[src/rtl/sfrag_pkg.sv]
// Shared constants and types for the stream fragmenter.
package sfrag_pkg;

  localparam int unsigned PayloadMaxDef = 32;
  localparam int unsigned SeqW          = 14;
  localparam int unsigned ChanW         = 16;
  localparam int unsigned HdrLen        = 4;
  localparam int unsigned HdrCntW       = 2;

  // Header byte positions
  localparam logic [HdrCntW-1:0] HdrChanLo = 2'd0;
  localparam logic [HdrCntW-1:0] HdrChanHi = 2'd1;
  localparam logic [HdrCntW-1:0] HdrSeqLo  = 2'd2;
  localparam logic [HdrCntW-1:0] HdrFlags  = 2'd3;

  typedef enum logic [1:0] {
    ST_IDLE,
    ST_HDR,
    ST_PAY,
    ST_STORE
  } state_e;

endpackage

[src/rtl/stream_fragmenter.sv]
// Stream fragmenter: cuts a byte message into headered datagrams.
// Takes one message byte per cycle while idle; input stalls in every other state.
// A datagram is four header bytes and then its payload bytes, read from the payload RAM.
// A new byte that meets a full buffer is held and stored after that buffer's datagram is out.
// Reset: sequence 0, buffer empty, first flag set, channel 0; RAM not cleared.
module stream_fragmenter
  import sfrag_pkg::*;
#(
  parameter int unsigned PayloadMax = PayloadMaxDef
) (
  input  logic             clk_i,
  input  logic             rst_ni,
  input  logic             dest_channel_we_i,
  input  logic [ChanW-1:0] dest_channel_i,
  input  logic             in_valid_i,
  output logic             in_stall_o,
  input  logic [7:0]       data_byte_i,
  input  logic             message_end_i,
  output logic             out_valid_o,
  input  logic             out_stall_i,
  output logic [7:0]       out_byte_o,
  output logic             datagram_end_o
);

  localparam int unsigned FillW = $clog2(PayloadMax + 1);
  localparam int unsigned IdxW  = (PayloadMax > 1) ? $clog2(PayloadMax) : 1;

  state_e             state_q, state_d;
  logic [FillW-1:0]   fill_q, fill_d;
  logic [FillW-1:0]   idx_q, idx_d;
  logic [HdrCntW-1:0] hdr_cnt_q, hdr_cnt_d;
  logic [SeqW-1:0]    seq_q, seq_d;
  logic [ChanW-1:0]   chan_q;
  logic               first_q, first_d;
  logic               last_q, last_d;
  logic               pend_q, pend_d;
  logic [7:0]         pend_byte_q, pend_byte_d;
  logic               pend_end_q, pend_end_d;
  logic               out_valid_q, out_valid_d;
  logic [7:0]         out_byte_q, out_byte_d;
  logic               out_end_q, out_end_d;

  logic [7:0]         mem_q [PayloadMax];
  logic [7:0]         rdata_q;
  logic               rd_en, wr_en;
  logic [FillW-1:0]   rd_addr, wr_addr;
  logic [7:0]         wr_data;

  logic               out_free;
  logic [FillW-1:0]   idx_nxt;
  logic [7:0]         hdr_byte;

  assign out_free = !out_valid_q || !out_stall_i;
  assign idx_nxt  = idx_q + 1'b1;

  always_comb begin
    case (hdr_cnt_q)
      HdrChanLo: hdr_byte = chan_q[7:0];
      HdrChanHi: hdr_byte = chan_q[15:8];
      HdrSeqLo:  hdr_byte = seq_q[7:0];
      HdrFlags:  hdr_byte = {first_q, last_q, seq_q[SeqW-1:8]};
      default:   hdr_byte = 8'h00;
    endcase
  end

  always_comb begin
    state_d     = state_q;
    fill_d      = fill_q;
    idx_d       = idx_q;
    hdr_cnt_d   = hdr_cnt_q;
    seq_d       = seq_q;
    first_d     = first_q;
    last_d      = last_q;
    pend_d      = pend_q;
    pend_byte_d = pend_byte_q;
    pend_end_d  = pend_end_q;
    out_valid_d = out_valid_q && out_stall_i;
    out_byte_d  = out_byte_q;
    out_end_d   = out_end_q;
    rd_en       = 1'b0;
    rd_addr     = '0;
    wr_en       = 1'b0;
    wr_addr     = fill_q;
    wr_data     = data_byte_i;
    in_stall_o  = (state_q != ST_IDLE);

    case (state_q)
      ST_IDLE: begin
        if (in_valid_i) begin
          if (fill_q == FillW'(PayloadMax)) begin
            // full buffer goes out first, hold the new word
            pend_d      = 1'b1;
            pend_byte_d = data_byte_i;
            pend_end_d  = message_end_i;
            last_d      = 1'b0;
            hdr_cnt_d   = '0;
            state_d     = ST_HDR;
          end else begin
            wr_en  = 1'b1;
            fill_d = fill_q + 1'b1;
            if (message_end_i) begin
              pend_d    = 1'b0;
              last_d    = 1'b1;
              hdr_cnt_d = '0;
              state_d   = ST_HDR;
            end
          end
        end
      end
      ST_HDR: begin
        // prefetch first payload word
        rd_en   = 1'b1;
        rd_addr = '0;
        if (out_free) begin
          out_valid_d = 1'b1;
          out_byte_d  = hdr_byte;
          out_end_d   = (hdr_cnt_q == HdrFlags) && (fill_q == '0);
          hdr_cnt_d   = hdr_cnt_q + 1'b1;
          if (hdr_cnt_q == HdrFlags) begin
            if (fill_q == '0) begin
              seq_d   = seq_q + 1'b1;
              fill_d  = '0;
              first_d = last_q;
              state_d = pend_q ? ST_STORE : ST_IDLE;
            end else begin
              idx_d   = '0;
              state_d = ST_PAY;
            end
          end
        end
      end
      ST_PAY: begin
        if (out_free) begin
          out_valid_d = 1'b1;
          out_byte_d  = rdata_q;
          out_end_d   = (idx_nxt == fill_q);
          if (idx_nxt < fill_q) begin
            rd_en   = 1'b1;
            rd_addr = idx_nxt;
            idx_d   = idx_nxt;
          end else begin
            seq_d   = seq_q + 1'b1;
            fill_d  = '0;
            first_d = last_q;
            state_d = pend_q ? ST_STORE : ST_IDLE;
          end
        end
      end
      ST_STORE: begin
        wr_en   = 1'b1;
        wr_addr = '0;
        wr_data = pend_byte_q;
        fill_d  = FillW'(1);
        pend_d  = 1'b0;
        if (pend_end_q) begin
          last_d    = 1'b1;
          hdr_cnt_d = '0;
          state_d   = ST_HDR;
        end else begin
          state_d = ST_IDLE;
        end
      end
      default: begin
        state_d = ST_IDLE;
      end
    endcase
  end

  always_ff @(posedge clk_i or negedge rst_ni) begin
    if (!rst_ni) begin
      state_q     <= ST_IDLE;
      fill_q      <= '0;
      idx_q       <= '0;
      hdr_cnt_q   <= '0;
      seq_q       <= '0;
      chan_q      <= '0;
      first_q     <= 1'b1;
      last_q      <= 1'b0;
      pend_q      <= 1'b0;
      out_valid_q <= 1'b0;
    end else begin
      state_q     <= state_d;
      fill_q      <= fill_d;
      idx_q       <= idx_d;
      hdr_cnt_q   <= hdr_cnt_d;
      seq_q       <= seq_d;
      first_q     <= first_d;
      last_q      <= last_d;
      pend_q      <= pend_d;
      out_valid_q <= out_valid_d;
      if (dest_channel_we_i) begin
        chan_q <= dest_channel_i;
      end
    end
  end

  always_ff @(posedge clk_i) begin
    pend_byte_q <= pend_byte_d;
    pend_end_q  <= pend_end_d;
    out_byte_q  <= out_byte_d;
    out_end_q   <= out_end_d;
  end

  // payload RAM, one write and one registered read per cycle
  always_ff @(posedge clk_i) begin
    if (wr_en) begin
      mem_q[wr_addr[IdxW-1:0]] <= wr_data;
    end
    if (rd_en) begin
      rdata_q <= mem_q[rd_addr[IdxW-1:0]];
    end
  end

  assign out_valid_o    = out_valid_q;
  assign out_byte_o     = out_byte_q;
  assign datagram_end_o = out_end_q;

endmodule

[config.mk]
export PLATFORM = sky130hd
export DESIGN_NAME = stream_fragmenter
export DESIGN_NICKNAME = d
export VERILOG_FILES = /design/src/rtl/sfrag_pkg.sv /design/src/rtl/stream_fragmenter.sv
export SDC_FILE = /design/constraint.sdc
export NUM_CORES = 1
export LEC_CHECK = 0
export BUFFER_PORTS_ARGS = -buffer_cell sky130_fd_sc_hd__buf_2
export CAP_MARGIN = 20
export CORE_MARGIN = 2
export CORE_UTILIZATION = 55
export CTS_BUF_LIST = sky130_fd_sc_hd__clkbuf_4
export CTS_CLUSTER_DIAMETER = 200
export DETAILED_ROUTE_END_ITERATION = 7
export HOLD_SLACK_MARGIN = 0.05
export PLACE_DENSITY = 0.72
export SETUP_SLACK_MARGIN = 0.1
export SLEW_MARGIN = 25
export SYNTH_ARGS = -nofsm -noshare
export SYNTH_HDL_FRONTEND = slang
export SYNTH_SLANG_ARGS = --single-unit
[constraint.sdc]
create_clock -name clk_i -period 4.6 [get_ports clk_i]
set_input_delay 0.46 -clock clk_i [delete_from_list [all_inputs] [get_ports clk_i]]
set_output_delay 0.46 -clock clk_i [all_outputs]
set_load 0.01 [all_outputs]
* Word-level counts from Yosys, hierarchy flattened
Memories as Yosys holds them, arrays and structs flattened. A register that Yosys moved wholly into a read port is not among the register bits.
Cells that the tools add are included.
W data, S select, Z words.
** Storage, ports and cells
- Flip-flop bits (word level) :: 68
- Bits in writable memories :: 256
- Logic and storage cells :: 135
- Memories kept :: 1
** Memory list
- mem_q :: depth 32, width 8, read ports 1, clocked after memory_dff 1, wr ports 1, line stream_fragmenter.sv:43 : logic [7:0] mem_q [PayloadMax];
** Cells by class
- Add/subtract/negate cells :: 4
- Magnitude comparators :: 1
- Equality and inequality tests :: 19
- Multiplexer cells :: 74
- Reduce and logical (&&, ||, !) cells :: 22
** Operators by type and width (count)
- $mux W6 :: 12
- $mux W14 :: 5
- $pmux W8 S4 :: 1
- $mux W2 :: 14
- $pmux W14 S2 :: 1
- $mux W8 :: 3
- $pmux W6 S4 :: 1
- $mux W1 :: 23
- $mux W5 :: 4
- $ne A2 B2 Y1 const B :: 10
- $reduce_and A6 Y1 :: 3
- $pmux W8 S2 :: 1
- $add A14 B1 Y14 const B :: 1
- $add A6 B1 Y6 const B :: 2
- $pmux W1 S2 :: 6
- $pmux W6 S2 :: 1
- $reduce_and A3 Y1 :: 3
- $eq A2 B2 Y1 const B :: 4
- $pmux W2 S4 :: 1
- $reduce_and A7 Y1 :: 1
- $eq A6 B6 Y1 :: 1
- $eq A6 B6 Y1 const B :: 1
- $logic_not A6 Y1 :: 1
- $lt A6 B6 Y1 :: 1
- other kinds (13) :: 19

* Logic depth before layout (Yosys ltp)
- Depth after elaboration :: 6
- Depth in mapped cells :: 15
- Depth with buffers taken out :: 10

* Worst setup path before layout
OpenSTA, ideal clock, no wires.
- Path kind :: flip-flop to flip-flop
- From :: reg idx_q[1]
- To :: reg rdata_q[0] (read register of mem_q), data pin
- Library setup time :: 0.280 ns
- Arrival time :: 3.143 ns
- Data required time :: 4.320 ns
- Setup slack :: 1.177 ns
- Stages on the path, launching flop included :: 15
- Buffers on the path :: 4
- Cells stage by stage :: dfrtp_1 > ha_1 > xnor2_2 > inv_2 > buf_2 > buf_2 > ha_1 > nand4_1 > o21ba_2 > buf_4 > nor3_2 > buf_6 > mux2_1 > a2111oi_0 > a22oi_1
** Between the ends
- Cells in the longest elaborated chain, start to end :: 5
- Elaborated cells on any way between the ends :: 8
- Classes of those cells :: add/sub (1); order compare (1); mux (6)
** Ends and longest elaborated chain
- from (decl) :: line stream_fragmenter.sv:30 : logic [FillW-1:0] idx_q, idx_d;
- from (signal assigned) :: line stream_fragmenter.sv:184 : idx_q <= idx_d;
- $add A6 B1 Y6 (*) :: line stream_fragmenter.sv:54 : assign idx_nxt = idx_q + 1'b1;
- $lt A6 B6 Y1 :: line stream_fragmenter.sv:137 : if (idx_nxt < fill_q) begin
- $mux W1 / $mux W5 (equally long branches) :: line stream_fragmenter.sv:137
- $mux W1 / $mux W5 (equally long branches) :: line stream_fragmenter.sv:133 : if (out_free) begin
- $pmux W1 S2 / $mux W5 (equally long branches) :: line stream_fragmenter.sv:87 : case (state_q)
- to (decl) :: line stream_fragmenter.sv:44 : logic [7:0] rdata_q;
Every way passes the cells marked *; elsewhere a longest branch is shown, timed or not.
A chain may end at the register's enable or synchronous reset.

* Worst setup path in the final report
- From :: reg idx_q[2]
- To :: reg rdata_q[5] (read register of mem_q), data pin
The elaborated chain is that of the path after synthesis.

==> metrics <==
root buffer cell=clkbuf_4; register area share after synthesis=about 67%; GPL Wtd Cong=0.890; P&R area growth vs syn=12.3%; share of cells above drive strength 1=around 23%; Netlist cell types=75; Post-Syn Instances=973; Synth Cell Area=~14000 µm²; CTS tree=built; Synth Flop Type=edfxtp_1; CP arrival=around 4500 ps; met2 GRT Util=40.9%; M1 GR Usage=between 30% and 40%; GR Overflow Total=0; antenna violations before repair=1; vias in the first global route=between 9000 and 10000; CTS H-tree lvls=3; CTS Sinks=about 330; worst vdd ir=roughly 0.30 mV; Final Setup Violations=0; Slew Viols, Final=0; Final Skew=53.6 ps; Initial DRT Pass Iterations=8; WS Path Type=flop to flop; Initial Util=between 50% and 60%; Routed Antenna Nets=0; GR Util met3=under 10%; die width=about 170 µm; first-pass GRT wire length=54900 µm; final net count=1126; clock latency at the later pin of the worst-skew pair=between 700 and 800 ps; Port Buffers=40; Least-Margin Pin Slew=a little over 900 ps; Pwr Density=between 500 and 600 nW/µm²; vias=9395; status=finished, final reports clean; Hold Crit Start=out_stall_i; commonest non-fill, non-tap cell in the layout=edfxtp_1; wire per inst=24.1 µm; Die Span Y=between 150 and 200 µm; DRC viols=0; Final min period=4050 ps; TritonCTS buffer count=85; Syn Nets=roughly 1000; CTS clock-pin slew for the worst setup and hold paths=~70 ps; Post-DP HPWL=approximately 22000 µm; Max-Cap Viols=0; top cells by area, synth=edfxtp_1, dfrtp_1, mux2i_1; unrepaired setup endpoints after global routing=no; worst setup path startpoint=idx_q[2]; Vias per Instance=6.38; largest net degree at the start of global routing=51; # rows=just under 60; Mean Syn Cell Area=about 15 µm²; setup ws final=approximately 550 ps; Multi-input gate area=4410 µm²; Yosys top cell area share=about three fifths; Hold Vio Cnt, Final=0; io pins=between 40 and 50; Max clock buf depth=3; total core area=~26000 µm²; Slew HR=between 30 and 40%; Total Routed Length=about 36000 µm; Hold WC Path Type=input pin to flop; Fillers=roughly 2000; Max Fclk=247 MHz; critical path endpoint category=flop; Die ar.=27700 µm²; most frequent cells in the layout=edfxtp_1, clkbuf_4, nor2_1; ys async rst share=15.1%; Pwr Total=between 0.008 and 0.009 W; sequential cell area=about 10000 µm²; GR Util All Layers=between 20% and 30%; Critical Path Start Type=flop; period utilization=between 80 and 90%; DRT iter0 DRCs=between 1000 and 1500; GRT busiest layer=met2; post-synthesis register bit count=~330; Worst EP required=slightly above 5000 ps; worst-path maximum fanout=around 40; Sum Neg Setup Slack=0 ps; pre-CTS setup slack=705 ps; Leak=5.68 nW; utilization after layout=62.6%; Ys Warns=0; RR Startpoint=idx_q[2]; Synth area leader=edfxtp_1; number of enable flip-flop cells after synthesis=282
## flip-flops by register name, indices dropped and copies added, names as in the netlist
signal and flops:
seq_q 14, out_valid_o 1, first_q 1, datagram_end_o 1, out_byte_o 8, chan_q 16
fill_q 6, pend_end_q 1, state_q 2, idx_q 6, rdata_q 8, hdr_cnt_q 2
pend_q 1, last_q 1, mem_q 256, pend_byte_q 8
## layer usage
metal / share of wire [%] / routed length (µm)
met4: 3.9 / 1380
met5: 0 / 0
met1: 39 / 13900
met3: 9.3 / 3310
met2: 48 / 16900
## Yosys cell counts, types with 3 or more instances
cell	number
dfrtp_1	49
mux2_1	7
a221o_1	6
a211o_1	10
a21o_1	8
o31a_1	10
nor2b_1	3
o211ai_1	5
and4_1	5
buf_4	9
o21ai_0	32
o22ai_1	3
and2_1	3
nor2_1	65
o211a_2	3
xor2_1	5
a22oi_1	5
a22o_1	9
nor4_1	17
buf_1	6
o21a_1	5
mux2_2	28
a31oi_1	3
buf_2	24
nand2_1	35
or3_1	3
o31ai_1	18
o211a_1	9
a2111oi_0	9
nand3_1	26
edfxtp_1	282
nor3_2	4
o21ai_1	3
inv_1	20
and3_1	9
ha_1	18
mux4_2	19
xnor2_1	13
mux2i_1	45
nand4_1	29
a21oi_1	23
a211oi_1	17
clkbuf_1	25
a222oi_1	8
## layout make-up
cell class | instances | area share [%]
Inverter | 23 | 0.530
Antenna cell | 1 | 0.0154
Tap cell | 335 | 2.57
Clock inverter | 28 | 1.05
Clock buffer | 118 | 5.44
Timing Repair Buffer | 83 | 3.61
Sequential cell | 332 | 59.7
Multi-Input combinational cell | 553 | 27.1
## cells by family (layout without fill, tap and decap cells)
group	count (synthesis)	count (layout)	share of synthesized area, %
DFF	332	332	67.1
AOI/OAI and AO/OA	209	209	11.2
and+or+nand+nor	207	207	7.34
muxes	99	99	8.78
buffers and inverters	88	252	2.77
xor gates and xnor gates	20	20	1.31
adders and majority gates	18	18	1.55
other	0	1	0
## worst paths after layout
check	end	slack [ps]	cells past startpoint
min	hdr_cnt_q[0]	190	4
min reg2reg	seq_q[13]	470	1
max	rdata_q[5]	550	12
max in group asynchronous	idx_q[0]	3740	3
max reg2reg	rdata_q[5]	550	12
min in group asynchronous	seq_q[6]	370	3
## per-stage QoR
stage                     instance area, µm²  std cells  hold WS (ps)
after floorplan                        14500        973           164
after global placement                 15000       1300           462
after detailed placement               15000       1300           461
after CTS                              16300       1472           161
after global routing                   16300       1473           233
final                                  16300       1473           192
## report_power, final
group,total [W],switching [W],leakage (nW),internal [W]
Combinational,0.00203,0.00141,1.88,0.000620
Clock,0.00247,0.00118,0.623,0.00130
Sequential,0.00373,0.000148,3.17,0.00358
## timing repair
action | 4_1_cts | 5_1_grt
hold buffers | 26 | 0
resized for setup | 0 | 0
setup buffers | 0 | 0
hold endpoints to repair | 74 | 0
## critical path, cell delays in order, from the launching register on
cell       delay (ps)
dfrtp_1           520
nand3_2           130
xor2_2            280
inv_2             110
ha_1              310
a21oi_1           300
o2111ai_4         160
buf_4             340
nor3_2            670
buf_4             330
a211oi_1           80
nor4_1            390
a22oi_1           170
Note: power is estimated with default switching activity, not from simulation.
